==> config.mk <==
export PLATFORM = sky130hd
export DESIGN_NAME = intra4x4_luma_predictor
export DESIGN_NICKNAME = d
export VERILOG_FILES = /design/src/rtl/ilp_pkg.sv /design/src/rtl/ilp_ctrl.sv /design/src/rtl/ilp_dp.sv /design/src/rtl/intra4x4_luma_predictor.sv
export SDC_FILE = /design/constraint.sdc
export NUM_CORES = 1
export LEC_CHECK = 0
export BUFFER_PORTS_ARGS = -buffer_cell sky130_fd_sc_hd__buf_4
export CORE_ASPECT_RATIO = 0.7
export CORE_MARGIN = 1.5
export CORE_UTILIZATION = 30
export CTS_CLUSTER_DIAMETER = 30
export CTS_CLUSTER_SIZE = 28
export DETAILED_ROUTE_END_ITERATION = 10
export PLACE_DENSITY_LB_ADDON = 0.3
export SYNTH_ARGS = -nofsm -noshare
export SYNTH_HDL_FRONTEND = slang
export SYNTH_HIERARCHICAL = 1
export SYNTH_SLANG_ARGS = --single-unit
==> constraint.sdc <==
create_clock -name i_clk -period 5.35 [get_ports i_clk]
set_input_delay 0.8025 -clock i_clk [delete_from_list [all_inputs] [get_ports i_clk]]
set_output_delay 0.8025 -clock i_clk [all_outputs]
set_load 0.005 [all_outputs]
==> src/rtl/ilp_pkg.sv <==
// Shared types and constants for the intra 4x4 luma predictor.
`default_nettype none
package ilp_pkg;

    localparam int unsigned SlotCount   = 12;
    localparam int unsigned TopBase     = 4;
    localparam logic [12:0] WidthReset  = 13'd1920;

    typedef enum logic [1:0] {
        MODE_VERT = 2'd0,
        MODE_HORZ = 2'd1,
        MODE_DDL  = 2'd2,
        MODE_NONE = 2'd3
    } t_mode;

    typedef enum logic {
        ACT_LOAD    = 1'b0,
        ACT_PREDICT = 1'b1
    } t_action;

    typedef enum logic {
        ST_IDLE = 1'b0,
        ST_RUN  = 1'b1
    } t_state;

    typedef struct packed {
        logic       load;
        logic       capture;
        logic       emit;
        logic [3:0] pix;
    } t_ctrl_cmd;

endpackage
`default_nettype wire

==> src/rtl/ilp_ctrl.sv <==
// Controller: sequences one predict request over sixteen pixels.
`default_nettype none
module ilp_ctrl
    import ilp_pkg::*;
(
    input  wire logic      i_clk,
    input  wire logic      i_rst_n,
    input  wire logic      start,
    input  wire logic      i_action,
    output logic           busy,
    output t_ctrl_cmd      o_cmd
);

    t_state     r_state, n_state;
    logic [3:0] r_cnt, n_cnt;
    logic       accept;

    assign accept = start && (r_state == ST_IDLE);

    always_ff @(posedge i_clk) begin
        if (!i_rst_n) begin
            r_state <= ST_IDLE;
            r_cnt   <= 4'd0;
        end else begin
            r_state <= n_state;
            r_cnt   <= n_cnt;
        end
    end

    always_comb begin
        n_state = r_state;
        n_cnt   = r_cnt;
        unique case (r_state)
            ST_IDLE: begin
                n_cnt = 4'd0;
                if (accept && (i_action == ACT_PREDICT)) begin
                    n_state = ST_RUN;
                end
            end
            ST_RUN: begin
                n_cnt = r_cnt + 4'd1;
                if (r_cnt == 4'd15) begin
                    n_state = ST_IDLE;
                end
            end
            default: n_state = ST_IDLE;
        endcase
    end

    always_comb begin
        busy          = 1'b0;
        o_cmd.load    = 1'b0;
        o_cmd.capture = 1'b0;
        o_cmd.emit    = 1'b0;
        o_cmd.pix     = r_cnt;
        unique case (r_state)
            ST_IDLE: begin
                o_cmd.load    = accept && (i_action == ACT_LOAD);
                o_cmd.capture = accept && (i_action == ACT_PREDICT);
            end
            ST_RUN: begin
                busy       = 1'b1;
                o_cmd.emit = 1'b1;
            end
            default: busy = 1'b0;
        endcase
    end

endmodule
`default_nettype wire

==> src/rtl/ilp_dp.sv <==
// Datapath: sample store, neighbor capture and per-pixel prediction.
`default_nettype none
module ilp_dp
    import ilp_pkg::*;
(
    input  wire logic        i_clk,
    input  wire logic        i_rst_n,
    input  wire t_ctrl_cmd   i_cmd,
    input  wire logic        i_cfg_we,
    input  wire logic [12:0] i_cfg_wdata,
    input  wire logic [3:0]  i_sample_slot,
    input  wire logic [7:0]  i_sample_value,
    input  wire logic [1:0]  i_mode,
    input  wire logic [11:0] i_block_x,
    input  wire logic [11:0] i_block_y,
    output logic             o_strobe,
    output logic [1:0]       o_pixel_col,
    output logic [1:0]       o_pixel_row,
    output logic [7:0]       o_pixel_value,
    output logic             o_last
);

    logic [7:0]  r_store [SlotCount];
    logic [12:0] r_frame_width;
    logic [7:0]  r_left [4];
    logic [7:0]  r_top [8];
    t_mode       r_mode;
    logic        r_strobe;

    logic        left_ok, top_ok, right_ok;
    logic [1:0]  row, col;
    logic [2:0]  dsum;
    logic [7:0]  ta, tb, tc;
    logic [9:0]  acc;
    logic [7:0]  n_value;

    always_ff @(posedge i_clk) begin
        if (i_cmd.load && (i_sample_slot < 4'(SlotCount))) begin
            r_store[i_sample_slot] <= i_sample_value;
        end
    end

    always_ff @(posedge i_clk) begin
        if (!i_rst_n) begin
            r_frame_width <= WidthReset;
        end else if (i_cfg_we) begin
            r_frame_width <= i_cfg_wdata;
        end
    end

    assign left_ok  = (i_block_x[11:2] != 10'd0);
    assign top_ok   = (i_block_y[11:2] != 10'd0);
    assign right_ok = (({1'b0, i_block_x} + 13'd8) <= r_frame_width);

    always_ff @(posedge i_clk) begin
        if (i_cmd.capture) begin
            r_mode <= t_mode'(i_mode);
            for (int i = 0; i < 4; i++) begin
                r_left[i] <= left_ok ? r_store[i] : 8'd0;
                r_top[i]  <= top_ok ? r_store[TopBase + i] : 8'd0;
                r_top[i + 4] <= !top_ok ? 8'd0 :
                                right_ok ? r_store[TopBase + 4 + i] : r_store[TopBase + 3];
            end
        end
    end

    assign row  = i_cmd.pix[3:2];
    assign col  = i_cmd.pix[1:0];
    assign dsum = {1'b0, row} + {1'b0, col};

    always_comb begin
        ta = r_top[7];
        tb = r_top[7];
        tc = r_top[7];
        case (dsum)
            3'd0: begin ta = r_top[0]; tb = r_top[1]; tc = r_top[2]; end
            3'd1: begin ta = r_top[1]; tb = r_top[2]; tc = r_top[3]; end
            3'd2: begin ta = r_top[2]; tb = r_top[3]; tc = r_top[4]; end
            3'd3: begin ta = r_top[3]; tb = r_top[4]; tc = r_top[5]; end
            3'd4: begin ta = r_top[4]; tb = r_top[5]; tc = r_top[6]; end
            3'd5: begin ta = r_top[5]; tb = r_top[6]; tc = r_top[7]; end
            3'd6: begin ta = r_top[6]; tb = r_top[7]; tc = r_top[7]; end
            default: begin ta = r_top[7]; tb = r_top[7]; tc = r_top[7]; end
        endcase
    end

    assign acc = {2'b00, ta} + {1'b0, tb, 1'b0} + {2'b00, tc} + 10'd2;

    always_comb begin
        unique case (r_mode)
            MODE_VERT: n_value = r_top[{1'b0, col}];
            MODE_HORZ: n_value = r_left[row];
            MODE_DDL:  n_value = acc[9:2];
            MODE_NONE: n_value = 8'd0;
            default:   n_value = 8'd0;
        endcase
    end

    always_ff @(posedge i_clk) begin
        if (!i_rst_n) begin
            r_strobe <= 1'b0;
        end else begin
            r_strobe <= i_cmd.emit;
        end
    end

    always_ff @(posedge i_clk) begin
        if (i_cmd.emit) begin
            o_pixel_col   <= col;
            o_pixel_row   <= row;
            o_pixel_value <= n_value;
            o_last        <= (i_cmd.pix == 4'd15);
        end
    end

    assign o_strobe = r_strobe;

endmodule
`default_nettype wire

==> src/rtl/intra4x4_luma_predictor.sv <==
// Top level: intra 4x4 luma predictor (vertical, horizontal, diagonal down-left).
// Load request: busy stays low, no result.
// Predict request: busy while the controller emits its pixels; pixels appear one per cycle in
// raster order, with o_last marking the last pixel.
// A new request is accepted only while idle, so a predict finishes before the next is taken.
// Synchronous active-low reset idles the controller and sets frame width to 1920.
`default_nettype none
module intra4x4_luma_predictor
    import ilp_pkg::*;
(
    input  wire logic        i_clk,
    input  wire logic        i_rst_n,
    input  wire logic        start,
    output logic             busy,
    input  wire logic        i_cfg_we,
    input  wire logic [12:0] i_cfg_wdata,
    input  wire logic        i_action,
    input  wire logic [3:0]  i_sample_slot,
    input  wire logic [7:0]  i_sample_value,
    input  wire logic [1:0]  i_mode,
    input  wire logic [11:0] i_block_x,
    input  wire logic [11:0] i_block_y,
    output logic             o_strobe,
    output logic [1:0]       o_pixel_col,
    output logic [1:0]       o_pixel_row,
    output logic [7:0]       o_pixel_value,
    output logic             o_last
);

    t_ctrl_cmd cmd;

    ilp_ctrl u_ctrl (
        .i_clk    (i_clk),
        .i_rst_n  (i_rst_n),
        .start    (start),
        .i_action (i_action),
        .busy     (busy),
        .o_cmd    (cmd)
    );

    ilp_dp u_dp (
        .i_clk          (i_clk),
        .i_rst_n        (i_rst_n),
        .i_cmd          (cmd),
        .i_cfg_we       (i_cfg_we),
        .i_cfg_wdata    (i_cfg_wdata),
        .i_sample_slot  (i_sample_slot),
        .i_sample_value (i_sample_value),
        .i_mode         (i_mode),
        .i_block_x      (i_block_x),
        .i_block_y      (i_block_y),
        .o_strobe       (o_strobe),
        .o_pixel_col    (o_pixel_col),
        .o_pixel_row    (o_pixel_row),
        .o_pixel_value  (o_pixel_value),
        .o_last         (o_last)
    );

endmodule
`default_nettype wire
==> flow_summary.yaml, run 1 <==
run_status:
  status: "completed"
global_routing:
  grt_pass1_vias: 6334
  grt_max_degree: 65
  grt_pass1_wl_um: 39700
  overflow: 0
  grt_usage_pct: 14.3
  antenna_found_initial: 0
sta:
  fin_setup_tns_ns: 0
  rsz0062_at_grt: "false"
  finalCritPeriodShare_pct: 89.0
  worst_clock_skew_ns: 0.0110
  relSlewSlack_pct: 20.8
  fmax_mhz: 210
  worst_pin_slew_ns: 1.18
  final-setup-viol-count: 0
  timing_hold_violations_final: 0
  drv_slew: 0
  fin_ws_ns: 0.588
  fin_crit_ns: 4.76
detailed_routing:
  dr_wl_met3_um: 2410
  drt_iter0_markers: 642
  remaining_drc_errors: 0
  wirelength_um: 26300
  routed-wl-met2_um: 9700
  maxUsedRoutingLayer: "met4"
  ant_nets: 0
  wire_per_inst_um: 19.4
  vias: 6625
  wl_met1_um: 13800
  drt_first_pass_iters: 9
  vias_per_cell: 4.87
logic_synthesis:
  synth_top_cell_by_area: "edfxtp_1"
  synth-seq-cells: 226
  ys_warn_count: 6
  synth_top_area_share_pct: 57.9
  synthCells: 775
  syn-num-nets: 864
  synthArstFlopShare_pct: 0
  syn_area_um2: 10700
  synth_ff_type: "edfxtp_1"
  synth.top_cells.by_area: "edfxtp_1 (58%), mux4_2 (5.7%), and2_1 (3.8%), dfxtp_1 (3.5%), mux2i_1 (3.1%)"
  synth_edf_count: 207
  synth_area_per_cell_um2: 13.8
  seq_area_frac_synth_pct: 61.5
  ys_types: 58
critical_path:
  end_kind: "flop"
  worst-r2r-cell-count: 16
  startpoint: "u_ctrl/r_cnt[0]"
  crit_path_start_kind: "flop"
  crit_type: "flop to flop"
  crit_fanout: 16
  required_ns: 5.58
  crit_end: "u_dp/o_pixel_value[7]"
  timing.rr.end: "u_dp/o_pixel_value[7]"
  cp_data_arrival_time_ns: 4.99
  r2r_start: "u_ctrl/r_cnt[0]"
  r2r_slack_ns: 0.59
power:
  leakage_uw: 0.00455
  switchingPower_uw: 1140
  power_frac_comb_pct: 9.2
  power.density_nw_per_um2: 368
  switching_share_pct: 23.8
  ir_drop_mv: 0.169
  clkPwrFrac_pct: 48.4
  intPower_uw: 3650
  seqPwrFrac_pct: 42.4
floorplan:
  num_rows: 57
  die_h_um: 161
  io_pins: 71
  die-area_um2: 36900
  die_w_um: 229
  core_area_um2: 34900
  initial_core_util_pct: 30.7
clock_network:
  h-tree-depth: 2
  cts_num_sinks: 226
  cts_buffers: 38
  clk_path_buf_depth: 3
  cts_tree: "done"
  cts_resized: 0
  cts_hold_buf: 0
  clock_latency_ns: 0.52
  clk_pin_slew_worst_paths_ns: 0.05
  cts-root-buf: "clkbuf_16"
  post_cts_buffers: 0
min_path:
  hold_start: "i_mode[0]"
  hp-class: "input pin to flop"
flow_run:
  drv_cap: 0
finish:
  final_cell_mix: "edfxtp_1 (207), buf_4 (89), and2_1 (66), clkbuf_16 (39), a21oi_1 (37)"
  fin_util_pct: 37.3
  final_common_cell: "edfxtp_1"
  nets: 950
  area_delta_synth_final_pct: 21.4
  fillers: 3355
  layout-drive-gt1-share_pct: 24.6
placed_design:
  dpl_worst_slack_ns: 0.682
  io_buffers: 68
  hpwlAfterDp_um: 17800
  gp_congestion: 0.898
[through the flow]
stage / power (uW) / hold slack (ns) / instances / instance area, um2
floorplan: 2350 / 0.450 / 775 / 10700
global placement: 2500 / 0.478 / 1293 / 11800
detailed placement: 2500 / 0.482 / 1293 / 11800
CTS: 4840 / 0.450 / 1359 / 13000
global route: 4970 / 0.457 / 1359 / 13000
finish: 4790 / 0.470 / 1360 / 13000
[flip-flops by register name (all words and copies together) (netlist names)]
register and count:
u_dp/o_pixel_col 2, u_dp/o_pixel_row 2, u_dp/r_mode 2, u_dp/r_left 32, u_ctrl/r_state 1, u_dp/r_frame_width 13, u_dp/o_last 1, u_dp/o_strobe 1
u_dp/r_store 96, u_dp/r_top 64, u_ctrl/r_cnt 4, u_dp/o_pixel_value 8
[cell usage after synthesis (all sizes together) (3+ instances only)]
master and instances:
edfxtp 207, and3b 3, nand2b 12, mux2i 33, a21oi 37, and2 66
xor2 6, nand2 29, nand3b 4, nor3b 3, nor3 4, a31o 32
xnor2 9, nor2 34, ha 26, and3 8, inv 32, buf 20
o22ai 12, clkbuf 23, o21ai 29, nor4 5, a221oi 5, nand3 17
o211ai 8, o31ai 3, nor2b 21, fa 7, dfxtp 19, mux4 27
a211oi 5, a22o 3, a21o 4
[metal layers]
| layer | GRT usage (%) | vias to the layer above |
|---|---|---|
| met5 | 0 | - |
| met2 | 17.7 | 218 |
| met1 | 23.2 | 3246 |
| met3 | 4.38 | 38 |
| li1 | - | 3123 |
| met4 | 3.92 | 0 |
[worst max-delay path: stages (launching register included)]
cell and delay (ns):
dfxtp_1 0.31, ha_1 0.21, fa_2 0.66, inv_1 0.31, nor2_1 0.47, a21oi_1 0.13
a21oi_1 0.19, o22ai_1 0.11, fa_1 0.53, inv_1 0.05, ha_1 0.35, a21o_1 0.18
a21oi_1 0.31, o31ai_4 0.16, o22a_2 0.26, a21oi_1 0.18, a211oi_2 0.05
[final cells by class]
type                       count  area, um2  area share, %
clock buffer                  44       1000           7.72
timing repair buffer          89        668           5.13
tap                          472        591           4.54
antenna                        1       2.50         0.0192
inverter                      32        120          0.923
clock inverter                22        215           1.65
sequential                   226       6600           50.7
multi-input combinational    474       3820           29.4
[worst min-delay path by stage]
| stage | endpoint | slack [ns] | cells past startpoint |
|---|---|---|---|
| final | u_dp/r_mode[0] | 0.47 | 1 |
| after global routing | u_dp/r_mode[0] | 0.46 | 1 |
| after CTS | u_dp/r_mode[0] | 0.45 | 1 |
| after detailed placement | u_dp/r_frame_width[7] | 0.48 | 2 |
| after global placement | u_dp/r_frame_width[7] | 0.48 | 2 |
| after floorplan | u_ctrl/r_cnt[0] | 0.45 | 1 |
[cell families (layout without fill, tap and decap cells)]
group	after synthesis	after routing	synth area share, %
DFF	226	226	61.5
and+or+nand+nor	211	211	10.8
AOI/OAI and AO/OA	153	153	9.96
buffers and inverters	75	187	3.20
muxes	62	62	8.96
adders and majority gates	33	33	4.34
xor gates and xnor gates	15	15	1.22
other	0	1	0
[power by group through the flow]
stage                     Clock [uW]  Sequential [uW]  Combinational (uW)
after floorplan                    0             2050                 298
after global placement             0             2060                 434
after detailed placement           0             2060                 436
after CTS                       2370             2030                 439
after global routing            2450             2030                 486
final                           2320             2030                 439
Power figures use the tool's default switching activity.
==> inputs of run 2 (changes only) <==
--- a/config.mk
+++ b/config.mk
@@ -12,6 +12,7 @@
 export CTS_CLUSTER_DIAMETER = 30
 export CTS_CLUSTER_SIZE = 28
 export DETAILED_ROUTE_END_ITERATION = 10
+export GPL_TIMING_DRIVEN = 0
 export PLACE_DENSITY_LB_ADDON = 0.3
 export SYNTH_ARGS = -nofsm -noshare
 export SYNTH_HDL_FRONTEND = slang
==> constraint.sdc (replaced) <==
create_clock -name i_clk -period 3.9 [get_ports i_clk]
set_input_delay 0.39 -clock i_clk [delete_from_list [all_inputs] [get_ports i_clk]]
set_output_delay 0.39 -clock i_clk [all_outputs]
set_load 0.005 [all_outputs]
==> flow_summary.yaml, run 2 (synthesis gave the netlist of run 1 again) <==
detailed_routing:
  wirelength_um: 29200
  routed-wl-met2_um: 11600
  vias_per_cell: 5.08
  vias: 7122
  drt_iter0_markers: 737
  ant_nets: 0
  wire_per_inst_um: 20.8
  maxUsedRoutingLayer: "met4"
  dr_wl_met3_um: 2780
  remaining_drc_errors: 0
  drt_first_pass_iters: 5
  wl_met1_um: 14200
sta:
  worst_pin_slew_ns: 1.34
  fmax_mhz: 239
  final-setup-viol-count: 6
  holdWs_ns: 0.0563
  timing_hold_violations_final: 0
  finalCritPeriodShare_pct: 107
  fin_ws_ns: -0.291
  fin_setup_tns_ns: -1.08
  fin_crit_ns: 4.19
  relSlewSlack_pct: 10.5
  drv_slew: 0
  worst_clock_skew_ns: 0.0209
  rsz0062_at_grt: "true"
flow_run:
  drv_cap: 0
placed_design:
  placed_area_um2: 11900
  hpwlAfterDp_um: 21000
  gp_congestion: 1.00
  io_buffers: 67
critical_path:
  timing.rr.end: "u_dp/o_pixel_value[6]"
  crit_family: "compound AO/OA/AOI/OAI gates"
  crit_chain: "ha_4 -> buf_6 -> inv_1 -> clkbuf_1 -> a21oi_1 -> o21ai_0 -> o22ai_2 -> fa_1 -> inv_2 -> ha_4 -> a21oi_4 -> nand3b_1 -> o22a_2 -> xnor2_2 -> o22ai_2"
  crit_slowest_cell: "fa_1"
  crit_path_start_kind: "flop"
  r2r_start: "u_ctrl/r_cnt[0]"
  crit_path_max_incr_delay_ns: 0.65
  crit_type: "flop to flop"
  crit_fanout: 10
  end_kind: "flop"
  worst-r2r-cell-count: 15
  crit_end: "u_dp/o_pixel_value[6]"
  r2r_slack_ns: -0.29
  startpoint: "u_ctrl/r_cnt[0]"
  cp.buffers_inverters: 4
  required_ns: 4.12
  cp.depth: 15
  cp_data_arrival_time_ns: 4.42
clock_network:
  clk_pin_slew_worst_paths_ns: 0.05
  clock_latency_ns: 0.53
  cts_tree: "done"
  cts_buffers: 38
  cts_num_sinks: 226
  h-tree-depth: 2
  cts_hold_buf: 0
  cts-root-buf: "clkbuf_16"
  clk_path_buf_depth: 3
finish:
  largestRegisters: "u_dp/r_store: 96 flops, u_dp/r_top: 64 flops, u_dp/r_left: 32 flops"
  final_common_cell: "edfxtp_1"
  final_area_um2: 13600
  final_cell_mix: "edfxtp_1 (207), buf_4 (84), and2_1 (66), clkbuf_16 (39), mux2i_1 (33)"
  top_register: "u_dp/r_store"
  layout-drive-gt1-share_pct: 30.6
  largest_reg_flops: 96
  area_delta_synth_final_pct: 26.8
  nets: 989
run_status:
  status: "finished, violations left"
  violations: "setup timing"
floorplan:
  io_pins: 71
  initial_core_util_pct: 30.7
  die_h_um: 161
  die-area_um2: 36900
  core_area_um2: 34900
  num_rows: 57
  die_w_um: 229
global_routing:
  antenna_found_initial: 0
  grt_pass1_wl_um: 43700
  overflow: 0
  grt_pass1_vias: 6957
  grt_max_degree: 52
  grt_usage_pct: 15.8
min_path:
  hp-class: "input pin to flop"
  whs_path_depth: 1
power:
  ir_drop_mv: 0.356
  power.density_nw_per_um2: 488
  leakage_uw: 0.00474
## run 2: final cells by class
cell class	count	area (um2)
tap	472	591
buffer	43	328
antenna	1	2.50
multi-input combinational	474	4080
sequential	226	6610
timing repair buffer	85	673
clock buffer	44	983
fill	3306	21300
clock inverter	26	210
inverter	32	123
## run 2: repair_timing
action                     CTS  global route
setup buffers               12             5
setup endpoints to repair    8             7
gates resized for setup     63            36
pin swaps                   21            29
## run 2: where the power goes
| part | total (uW) | switching [uW] | internal [uW] |
|---|---|---|---|
| combinational | 757 | 411 | 346 |
| clock | 3100 | 1200 | 1900 |
| sequential | 2780 | 43.9 | 2740 |
| total | 6630 | 1650 | 4980 |
## run 2: worst min path at each step
stage | startpoint | to | slack (ns)
after global routing | i_mode[1] | u_dp/r_mode[1] | 0.05
after CTS | i_mode[1] | u_dp/r_mode[1] | 0.04
after detailed placement | u_dp/r_frame_width[7] | u_dp/r_frame_width[7] | 0.48
final | i_mode[1] | u_dp/r_mode[1] | 0.06
after floorplan | u_ctrl/r_cnt[0] | u_ctrl/r_cnt[0] | 0.45
after global placement | u_dp/r_frame_width[8] | u_dp/r_frame_width[8] | 0.49
## run 2: routing by layer
layer  vias to the layer above  track usage (%)
met1                      3518             24.4
met4                         0             4.40
met5                         -                0
met2                       324             21.3
met3                        63             4.50
li1                       3217                -
## run 2: metrics by stage
step | power [uW] | setup WS [ns] | cells | util (%)
floorplan | 3230 | 0.0167 | 775 | -
global placement | 3470 | -0.795 | 1314 | 33.9
detailed placement | 3470 | -0.808 | 1316 | 34.1
CTS | 6650 | -0.276 | 1398 | 38.4
global route | 6870 | -0.344 | 1402 | 38.9
finish | 6630 | -0.291 | 1403 | 38.9
## run 2: worst reg2reg max path: cells and delay by family (launching register included)
family / cells / cell delay [ns]
buffers and inverters: 4 / 0.93
adder cells (fa/ha/maj): 3 / 1.15
AND/OR/NAND/NOR: 1 / 0.10
XOR/XNOR: 1 / 0.14
AO/OA/AOI/OAI: 6 / 1.23
flip-flops: 1 / 0.35
